[config.mk]
export PLATFORM = sky130hd
export DESIGN_NAME = rprop_weight_update_unit_flat
export DESIGN_NICKNAME = d
export VERILOG_FILES = /design/src/design/rwu_pkg.sv /design/src/design/rwu_in_if.sv /design/src/design/rwu_out_if.sv /design/src/design/rprop_weight_update_unit.sv /design/src/flat_wrapper.sv
export SDC_FILE = /design/constraint.sdc
export NUM_CORES = 2
export LEC_CHECK = 0
export BUFFER_PORTS_ARGS = -buffer_cell sky130_fd_sc_hd__buf_2
export CAP_MARGIN = 20
export CORE_ASPECT_RATIO = 0.5
export CORE_MARGIN = 8
export CORE_UTILIZATION = 64
export CTS_BUF_LIST = sky130_fd_sc_hd__clkbuf_8
export DETAILED_ROUTE_END_ITERATION = 7
export HOLD_SLACK_MARGIN = 0.15
export PLACE_DENSITY = 0.91
export SLEW_MARGIN = 20
export SYNTH_ARGS = -nofsm -noshare
export SYNTH_HDL_FRONTEND = slang
export SYNTH_SLANG_ARGS = --single-unit
[constraint.sdc]
create_clock -name i_clk -period 8.3 [get_ports i_clk]
set_input_delay 0.83 -clock i_clk [delete_from_list [all_inputs] [get_ports i_clk]]
set_output_delay 0.83 -clock i_clk [all_outputs]
set_load 0.1 [all_outputs]
[src/design/rwu_pkg.sv]
// Package: shared types and constants for the RPROP weight update unit
`timescale 1ns / 1ps

package rwu_pkg;

    localparam int DATA_W    = 32;
    localparam int FACTOR_W  = 16;
    localparam int FRAC_W    = 12;
    localparam int PROD_W    = DATA_W + FACTOR_W;
    localparam int SCALED_W  = PROD_W - FRAC_W;
    localparam int CFG_IDX_W = 2;

    localparam logic [FACTOR_W-1:0] GROW_RESET    = 16'd4915;
    localparam logic [FACTOR_W-1:0] SHRINK_RESET  = 16'd2048;
    localparam logic [DATA_W-1:0]   CEILING_RESET = 32'd3276800;
    localparam logic [DATA_W-1:0]   FLOOR_RESET   = 32'd1;

    typedef enum logic [CFG_IDX_W-1:0] {
        REG_GROW    = 2'd0,
        REG_SHRINK  = 2'd1,
        REG_CEILING = 2'd2,
        REG_FLOOR   = 2'd3
    } t_reg_idx;

    typedef enum logic [1:0] {
        CASE_HOLD   = 2'd0,
        CASE_GROW   = 2'd1,
        CASE_SHRINK = 2'd2
    } t_case;

    typedef enum logic [1:0] {
        DIR_NONE = 2'd0,
        DIR_ADD  = 2'd1,
        DIR_SUB  = 2'd2
    } t_dir;

endpackage

[src/design/rwu_in_if.sv]
// Interface: input item channel of the RPROP weight update unit
`timescale 1ns / 1ps

interface rwu_in_if;
    logic               valid;
    logic               ready;
    logic signed [31:0] prior_gradient;
    logic signed [31:0] batch_gradient;
    logic        [31:0] step_in;
    logic signed [31:0] weight_in;

    modport source (
        output valid, prior_gradient, batch_gradient, step_in, weight_in,
        input  ready
    );
    modport sink (
        input  valid, prior_gradient, batch_gradient, step_in, weight_in,
        output ready
    );
endinterface

[src/design/rwu_out_if.sv]
// Interface: result channel of the RPROP weight update unit
`timescale 1ns / 1ps

interface rwu_out_if;
    logic               valid;
    logic               ready;
    logic signed [31:0] weight_out;
    logic        [31:0] step_out;
    logic signed [31:0] prior_gradient_out;

    modport source (
        output valid, weight_out, step_out, prior_gradient_out,
        input  ready
    );
    modport sink (
        input  valid, weight_out, step_out, prior_gradient_out,
        output ready
    );
endinterface

[src/design/rprop_weight_update_unit.sv]
// Top level: four-stage pipelined RPROP per-weight update with config registers
//
// One weight enters per cycle while the result side does not stall and
// passes through stages for sign decode, the 32x16 step-factor multiply,
// step clamping and the saturating weight add. Each stage holds its item
// while the next is full, so a result-side stall backs up to the input
// without loss. Gradients and weights are signed Q16.16, the step unsigned
// Q16.16, the grow and shrink factors unsigned Q4.12; the scaled step is
// truncated. The user must write configuration through i_cfg_we, i_cfg_idx
// and i_cfg_data only while no item is in flight; the block has no guard.
`timescale 1ns / 1ps

module rprop_weight_update_unit (
    input  logic                              i_clk,
    input  logic                              i_rst_n,
    input  logic                              i_cfg_we,
    input  logic [rwu_pkg::CFG_IDX_W-1:0]     i_cfg_idx,
    input  logic [rwu_pkg::DATA_W-1:0]        i_cfg_data,
    rwu_in_if.sink                            i_item,
    rwu_out_if.source                         o_result
);

    logic [rwu_pkg::FACTOR_W-1:0] r_grow;
    logic [rwu_pkg::FACTOR_W-1:0] r_shrink;
    logic [rwu_pkg::DATA_W-1:0]   r_ceiling;
    logic [rwu_pkg::DATA_W-1:0]   r_floor;

    logic r1_valid, r2_valid, r3_valid, r4_valid;
    logic en1, en2, en3, en4;

    // stage 1
    rwu_pkg::t_case               r1_case, n1_case;
    rwu_pkg::t_dir                r1_dir, n1_dir;
    logic [rwu_pkg::FACTOR_W-1:0] r1_factor, n1_factor;
    logic [rwu_pkg::DATA_W-1:0]   r1_step;
    logic [rwu_pkg::DATA_W-1:0]   r1_w;
    logic [rwu_pkg::DATA_W-1:0]   r1_sg;

    // stage 2
    rwu_pkg::t_case               r2_case;
    rwu_pkg::t_dir                r2_dir;
    logic [rwu_pkg::PROD_W-1:0]   r2_prod;
    logic [rwu_pkg::DATA_W-1:0]   r2_step;
    logic [rwu_pkg::DATA_W-1:0]   r2_w;
    logic [rwu_pkg::DATA_W-1:0]   r2_sg;

    // stage 3
    rwu_pkg::t_case               r3_case;
    rwu_pkg::t_dir                r3_dir;
    logic [rwu_pkg::DATA_W-1:0]   r3_new_step, n3_new_step;
    logic [rwu_pkg::DATA_W-1:0]   r3_move, n3_move;
    logic [rwu_pkg::DATA_W-1:0]   r3_w;
    logic [rwu_pkg::DATA_W-1:0]   r3_pg_out, n3_pg_out;

    // stage 4
    logic [rwu_pkg::DATA_W-1:0]   r4_w, n4_w;
    logic [rwu_pkg::DATA_W-1:0]   r4_step;
    logic [rwu_pkg::DATA_W-1:0]   r4_pg_out;

    logic                           pg_zero, sg_zero, pg_neg, sg_neg;
    logic [rwu_pkg::SCALED_W-1:0]   scaled;
    logic [rwu_pkg::DATA_W-1:0]     shrunk_sat;
    logic [rwu_pkg::DATA_W+1:0]     w_ext, mv_ext, sum;

    assign en4 = !r4_valid || o_result.ready;
    assign en3 = !r3_valid || en4;
    assign en2 = !r2_valid || en3;
    assign en1 = !r1_valid || en2;

    assign i_item.ready = en1;

    always_ff @(posedge i_clk) begin
        if (!i_rst_n) begin
            r_grow    <= rwu_pkg::GROW_RESET;
            r_shrink  <= rwu_pkg::SHRINK_RESET;
            r_ceiling <= rwu_pkg::CEILING_RESET;
            r_floor   <= rwu_pkg::FLOOR_RESET;
        end else if (i_cfg_we) begin
            case (rwu_pkg::t_reg_idx'(i_cfg_idx))
                rwu_pkg::REG_GROW:    r_grow    <= i_cfg_data[rwu_pkg::FACTOR_W-1:0];
                rwu_pkg::REG_SHRINK:  r_shrink  <= i_cfg_data[rwu_pkg::FACTOR_W-1:0];
                rwu_pkg::REG_CEILING: r_ceiling <= i_cfg_data;
                rwu_pkg::REG_FLOOR:   r_floor   <= i_cfg_data;
                default: begin
                end
            endcase
        end
    end

    // decode case and move direction from the gradient signs
    always_comb begin
        pg_zero = (i_item.prior_gradient == '0);
        sg_zero = (i_item.batch_gradient == '0);
        pg_neg  = i_item.prior_gradient[rwu_pkg::DATA_W-1];
        sg_neg  = i_item.batch_gradient[rwu_pkg::DATA_W-1];
        if (pg_zero || sg_zero) begin
            n1_case = rwu_pkg::CASE_HOLD;
        end else if (pg_neg == sg_neg) begin
            n1_case = rwu_pkg::CASE_GROW;
        end else begin
            n1_case = rwu_pkg::CASE_SHRINK;
        end
        n1_factor = (n1_case == rwu_pkg::CASE_SHRINK) ? r_shrink : r_grow;
        if (n1_case == rwu_pkg::CASE_SHRINK) begin
            n1_dir = pg_neg ? rwu_pkg::DIR_SUB : rwu_pkg::DIR_ADD;
        end else if (sg_zero) begin
            n1_dir = rwu_pkg::DIR_NONE;
        end else begin
            n1_dir = sg_neg ? rwu_pkg::DIR_ADD : rwu_pkg::DIR_SUB;
        end
    end

    // clamp the scaled step
    always_comb begin
        scaled     = r2_prod[rwu_pkg::PROD_W-1:rwu_pkg::FRAC_W];
        shrunk_sat = (|scaled[rwu_pkg::SCALED_W-1:rwu_pkg::DATA_W]) ? '1
                                                                   : scaled[rwu_pkg::DATA_W-1:0];
        n3_pg_out = r2_sg;
        case (r2_case)
            rwu_pkg::CASE_GROW: begin
                n3_new_step = (scaled > rwu_pkg::SCALED_W'(r_ceiling)) ? r_ceiling
                                                                       : scaled[rwu_pkg::DATA_W-1:0];
                n3_move     = n3_new_step;
            end
            rwu_pkg::CASE_SHRINK: begin
                n3_new_step = (shrunk_sat < r_floor) ? r_floor : shrunk_sat;
                n3_move     = r2_step;
                n3_pg_out   = '0;
            end
            default: begin
                n3_new_step = r2_step;
                n3_move     = r2_step;
            end
        endcase
    end

    // saturating weight move
    always_comb begin
        w_ext  = {{2{r3_w[rwu_pkg::DATA_W-1]}}, r3_w};
        mv_ext = {2'b00, r3_move};
        case (r3_dir)
            rwu_pkg::DIR_ADD: sum = w_ext + mv_ext;
            rwu_pkg::DIR_SUB: sum = w_ext - mv_ext;
            default:          sum = w_ext;
        endcase
        if (!sum[rwu_pkg::DATA_W+1] && (sum[rwu_pkg::DATA_W:rwu_pkg::DATA_W-1] != 2'b00)) begin
            n4_w = {1'b0, {(rwu_pkg::DATA_W-1){1'b1}}};
        end else if (sum[rwu_pkg::DATA_W+1] &&
                     (sum[rwu_pkg::DATA_W:rwu_pkg::DATA_W-1] != 2'b11)) begin
            n4_w = {1'b1, {(rwu_pkg::DATA_W-1){1'b0}}};
        end else begin
            n4_w = sum[rwu_pkg::DATA_W-1:0];
        end
    end

    always_ff @(posedge i_clk) begin
        if (!i_rst_n) begin
            r1_valid <= 1'b0;
            r2_valid <= 1'b0;
            r3_valid <= 1'b0;
            r4_valid <= 1'b0;
        end else begin
            if (en1) r1_valid <= i_item.valid;
            if (en2) r2_valid <= r1_valid;
            if (en3) r3_valid <= r2_valid;
            if (en4) r4_valid <= r3_valid;
        end
    end

    always_ff @(posedge i_clk) begin
        if (en1) begin
            r1_case   <= n1_case;
            r1_dir    <= n1_dir;
            r1_factor <= n1_factor;
            r1_step   <= i_item.step_in;
            r1_w      <= i_item.weight_in;
            r1_sg     <= i_item.batch_gradient;
        end
        if (en2) begin
            r2_case <= r1_case;
            r2_dir  <= r1_dir;
            r2_prod <= {{rwu_pkg::FACTOR_W{1'b0}}, r1_step} *
                       {{rwu_pkg::DATA_W{1'b0}}, r1_factor};
            r2_step <= r1_step;
            r2_w    <= r1_w;
            r2_sg   <= r1_sg;
        end
        if (en3) begin
            r3_case     <= r2_case;
            r3_dir      <= r2_dir;
            r3_new_step <= n3_new_step;
            r3_move     <= n3_move;
            r3_w        <= r2_w;
            r3_pg_out   <= n3_pg_out;
        end
        if (en4) begin
            r4_w      <= n4_w;
            r4_step   <= r3_new_step;
            r4_pg_out <= r3_pg_out;
        end
    end

    assign o_result.valid              = r4_valid;
    assign o_result.weight_out         = r4_w;
    assign o_result.step_out           = r4_step;
    assign o_result.prior_gradient_out = r4_pg_out;

    a_reset_empties: assert property (@(posedge i_clk)
        !i_rst_n |=> !r4_valid)
        else $error("output stage valid after reset");

    a_full_when_stalled: assert property (@(posedge i_clk) disable iff (!i_rst_n)
        !i_item.ready |-> (r1_valid && r2_valid && r3_valid && r4_valid))
        else $error("input stalled with an empty stage");

    a_stage1_kept: assert property (@(posedge i_clk) disable iff (!i_rst_n)
        (r1_valid && !en2) |=> r1_valid)
        else $error("stage 1 item dropped while stalled");

    a_advance_arrives: assert property (@(posedge i_clk) disable iff (!i_rst_n)
        (r2_valid && en3) |=> r3_valid)
        else $error("stage 2 item lost on advance");

    a_shrink_clears: assert property (@(posedge i_clk) disable iff (!i_rst_n)
        (r3_valid && en4 && r3_case == rwu_pkg::CASE_SHRINK) |=> (r4_pg_out == '0))
        else $error("kept gradient not cleared after sign change");

endmodule
[src/flat_wrapper.sv]
// flat-port wrapper written by rule: the top's interface ports become plain ports
module rprop_weight_update_unit_flat 
  (i_clk, i_rst_n, i_cfg_we, i_cfg_idx, i_cfg_data, i_item_valid, i_item_prior_gradient, i_item_batch_gradient, i_item_step_in, i_item_weight_in, i_item_ready, o_result_valid, o_result_weight_out, o_result_step_out, o_result_prior_gradient_out, o_result_ready);
  rwu_in_if i_item_i ();
  rwu_out_if o_result_i ();
  input  logic i_clk;
  input  logic i_rst_n;
  input  logic i_cfg_we;
  input  logic [rwu_pkg::CFG_IDX_W-1:0] i_cfg_idx;
  input  logic [rwu_pkg::DATA_W-1:0] i_cfg_data;
  input wire logic [$bits(i_item_i.valid)-1:0] i_item_valid;
  input wire logic [$bits(i_item_i.prior_gradient)-1:0] i_item_prior_gradient;
  input wire logic [$bits(i_item_i.batch_gradient)-1:0] i_item_batch_gradient;
  input wire logic [$bits(i_item_i.step_in)-1:0] i_item_step_in;
  input wire logic [$bits(i_item_i.weight_in)-1:0] i_item_weight_in;
  output wire logic [$bits(i_item_i.ready)-1:0] i_item_ready;
  output wire logic [$bits(o_result_i.valid)-1:0] o_result_valid;
  output wire logic [$bits(o_result_i.weight_out)-1:0] o_result_weight_out;
  output wire logic [$bits(o_result_i.step_out)-1:0] o_result_step_out;
  output wire logic [$bits(o_result_i.prior_gradient_out)-1:0] o_result_prior_gradient_out;
  input wire logic [$bits(o_result_i.ready)-1:0] o_result_ready;
  assign i_item_i.valid = i_item_valid;
  assign i_item_i.prior_gradient = i_item_prior_gradient;
  assign i_item_i.batch_gradient = i_item_batch_gradient;
  assign i_item_i.step_in = i_item_step_in;
  assign i_item_i.weight_in = i_item_weight_in;
  assign i_item_ready = i_item_i.ready;
  assign o_result_valid = o_result_i.valid;
  assign o_result_weight_out = o_result_i.weight_out;
  assign o_result_step_out = o_result_i.step_out;
  assign o_result_prior_gradient_out = o_result_i.prior_gradient_out;
  assign o_result_i.ready = o_result_ready;
  rprop_weight_update_unit u_core (.i_clk(i_clk), .i_rst_n(i_rst_n), .i_cfg_we(i_cfg_we), .i_cfg_idx(i_cfg_idx), .i_cfg_data(i_cfg_data), .i_item(i_item_i), .o_result(o_result_i));
endmodule
==> qor.yml <==
pwr:
  ir_worst_vdd_mv: 0.397
  powerDensity_nw_per_um2: 366
  power.leakage_uw: 0.0197
clocking:
  cts-hold-fix-buffers: 0
  clockBufferDepth: 3
  htree_num_levels: 3
  cts_root_buf: "clkbuf_8"
  clock_sinks: 578
  cts_buffers: 84
  cts_setup_buffers: 0
  path_clk_slew_ps: 70
  cts_resized: 0
  cts_tree: "yes"
  clk_latency_ps: 690
place:
  post-place-ws_ps: 829
  hpwlAfterDp_um: 77000
  gp_congestion: 0.952
  port_buffers: 264
  placed_cell_area_um2: 42700
detailed_routing:
  wl_per_cell_um: 21.6
  drt_iter0_markers: 3200
  route.detailed.drc: 0
  vias_per_cell: 5.98
  vias: 29400
  routed_wl_um: 106000
  drtAntennaViolNets: 0
  dr.pass1.iters: 7
final_layout:
  fillerInstances: 4093
  layout-drive-gt1-share_pct: 11.1
  seqCellArea_um2: 16400
  layout.nets: 4805
  area_growth_pct: 9.30
  multi_input_area_um2: 21600
  post-route-cell-area_um2: 44400
floorplanning:
  rows: 65
  num_io_pins: 265
  die_w_um: 372
  dieArea_um2: 72300
  core_um2: 62900
  start_util_pct: 64.6
  die_y_um: 194
min_path:
  whs_path_depth: 1
  hp-class: "input pin to register"
grt:
  grt_max_degree: 101
  grt_pass1_vias: 30700
  grt_antenna_before_repair: 2
  grt_pass1_wl_um: 165000
  grt_overflow: 0
  grt_use_total_pct: 29.1
synthesis:
  synth_top_flop_cell: "edfxtp_1"
  syn_area_per_cell_um2: 10.8
  yosysWarnings: 0
  synth_area_leaders: "edfxtp_1 (35%), fa_1 (21%), ha_1 (6.7%)"
  async_reset_ff_share_pct: 0
  ys_seq_area_share_pct: 40.2
  netlist.area_leader.share_pct: 35.3
  synth_cell_types: 70
  yosysTopAreaCell: "edfxtp_1"
  synthesis.area_um2: 40700
  yosysMostFrequentCell: "nand2_1"
  syn_inst: 3777
  synth-edff-count: 478
  netlist_top_cells_count: "nand2_1 (606), inv_1 (560), edfxtp_1 (478)"
  syn_nets: 4579
  synth-seq-cells: 578
critical_path:
  end_kind: "register"
  cp-start-kind: "register"
  crit_required_ps: 8720
  ff2ff_path_depth: 21
  critPathMaxFanout: 24
  critPathKind: "register to register"
  critPathArrivalTime_ps: 8010
timing:
  finalHoldViolCount: 0
  finalClockSkew_ps: 36.5
  drv_slew: 0
  min_period_ps: 7580
  fin_tns_setup_ps: 0
  worstMarginPinSlew_ps: 1240
  fmax_mhz: 132
  finalSetupViolations: 0
  slew_headroom_pct: 17.3
  rsz0062_at_grt: "false"
  finalWorstSetupSlack_ps: 716
  finalCritPeriodShare_pct: 91.4
run:
  maxCapViolations: 0
status:
  status: "finished, final reports clean"
## area by class of cell
class,instances,share of cell area [%]
inverter,562,4.76
tap,837,2.36
multi-input combinational,2469,48.5
antenna,3,0.0169
sequential,578,36.8
timing repair buffer,308,3.72
clock inverter,54,0.833
clock buffer,97,3.00
## layer usage
metal	vias up	global-route usage, %	wire [µm]
met5	-	0	28
met4	4	13.9	5510
met3	413	7.44	12400
met2	1896	46.8	49500
met1	14200	36.9	38600
li1	12800	-	-
## state kept, by name (all words and copies together) (netlist names), 32 cells and up
name,count
u_core.r3_new_step,32
u_core.r1_step,32
u_core.o_result.step_out,32
u_core.r2_sg,32
u_core.r3_move,32
u_core.r2_prod,36
u_core.o_result.weight_out,32
u_core.r2_w,32
u_core.r_floor,32
u_core.r3_pg_out,32
u_core.r_ceiling,32
u_core.r2_step,32
u_core.o_result.prior_gradient_out,32
u_core.r1_w,32
u_core.r3_w,32
u_core.r1_sg,32
## where the power goes
part	internal, µW	switching (µW)
registers	3960	407
clock network	1230	1090
logic	3440	6160
total	8620	7660
## cell families (layout without fill, tap and decap cells)
| family | after synthesis | count (layout) | share of synthesized area [%] |
|---|---|---|---|
| xor gates and xnor gates | 93 | 93 | 2.04 |
| buffers and inverters | 730 | 1021 | 6.88 |
| other | 0 | 3 | 0 |
| AOI/OAI and AO/OA | 497 | 497 | 8.08 |
| and+or+nand+nor | 1173 | 1173 | 13.7 |
| adders and majority gates | 635 | 635 | 27.3 |
| muxes | 71 | 71 | 1.84 |
| DFF | 578 | 578 | 40.2 |
## critical path: stages (launching register included)
cell and delay [ps]:
edfxtp_1 1070, nand2_1 210, fa_1 560, fa_1 460, fa_1 540, inv_1 50, fa_1 490, fa_1 500
inv_1 50, fa_1 470, inv_1 40, ha_1 350, o21ai_0 230, o21ai_0 120, a221oi_1 250, a21bo_2 290
a21oi_1 460, o21ai_1 300, o211ai_1 250, nand2_1 130, o41ai_1 390, xnor2_1 130
## final timing paths
| path | endpoint | start | slack [ps] |
|---|---|---|---|
| worst max-delay path | u_core.r2_prod[47]$_DFFE_PP_ | u_core.r1_factor[1]$_DFFE_PP_ | 720 |
| worst min-delay path | u_core.r1_step[3]$_DFFE_PP_ | i_item_step_in[3] | 320 |
| worst max register to register | u_core.r2_prod[47]$_DFFE_PP_ | u_core.r1_factor[1]$_DFFE_PP_ | 720 |
| worst min register to register | u_core.r3_w[12]$_DFFE_PP_ | u_core.r2_w[12]$_DFFE_PP_ | 410 |
## stage by stage
step | utilization [%] | hold WS, ps | power (µW) | std cells
after floorplan | - | 400 | 11300 | 3777
after global placement | 67.9 | 401 | 13300 | 4754
after detailed placement | 67.9 | 405 | 13700 | 4754
after CTS | 70.6 | 286 | 16100 | 4905
after global routing | 70.6 | 290 | 17300 | 4906
final | 70.6 | 315 | 16300 | 4908
## placed cells by master, fill, tap and decap left out, drive strengths merged, types with 25 or more instances in the layout
| cell | Yosys | routed |
|---|---|---|
| mux2 | 30 | 30 |
| o21ai | 108 | 108 |
| nor2b | 46 | 46 |
| nand2 | 606 | 606 |
| and2 | 231 | 231 |
| buf | 19 | 308 |
| ha | 217 | 217 |
| inv | 561 | 591 |
| nand2b | 70 | 70 |
| xor2 | 26 | 26 |
| dfxtp | 100 | 100 |
| nor2 | 95 | 95 |
| a21o | 60 | 60 |
| fa | 418 | 418 |
| nand3 | 25 | 25 |
| a32oi | 30 | 30 |
| mux2i | 41 | 41 |
| xnor2 | 66 | 66 |
| nand4 | 28 | 28 |
| clkbuf | 149 | 97 |
| a21oi | 109 | 109 |
| a21boi | 87 | 87 |
| edfxtp | 478 | 478 |
(Power assumes the default switching activity.)
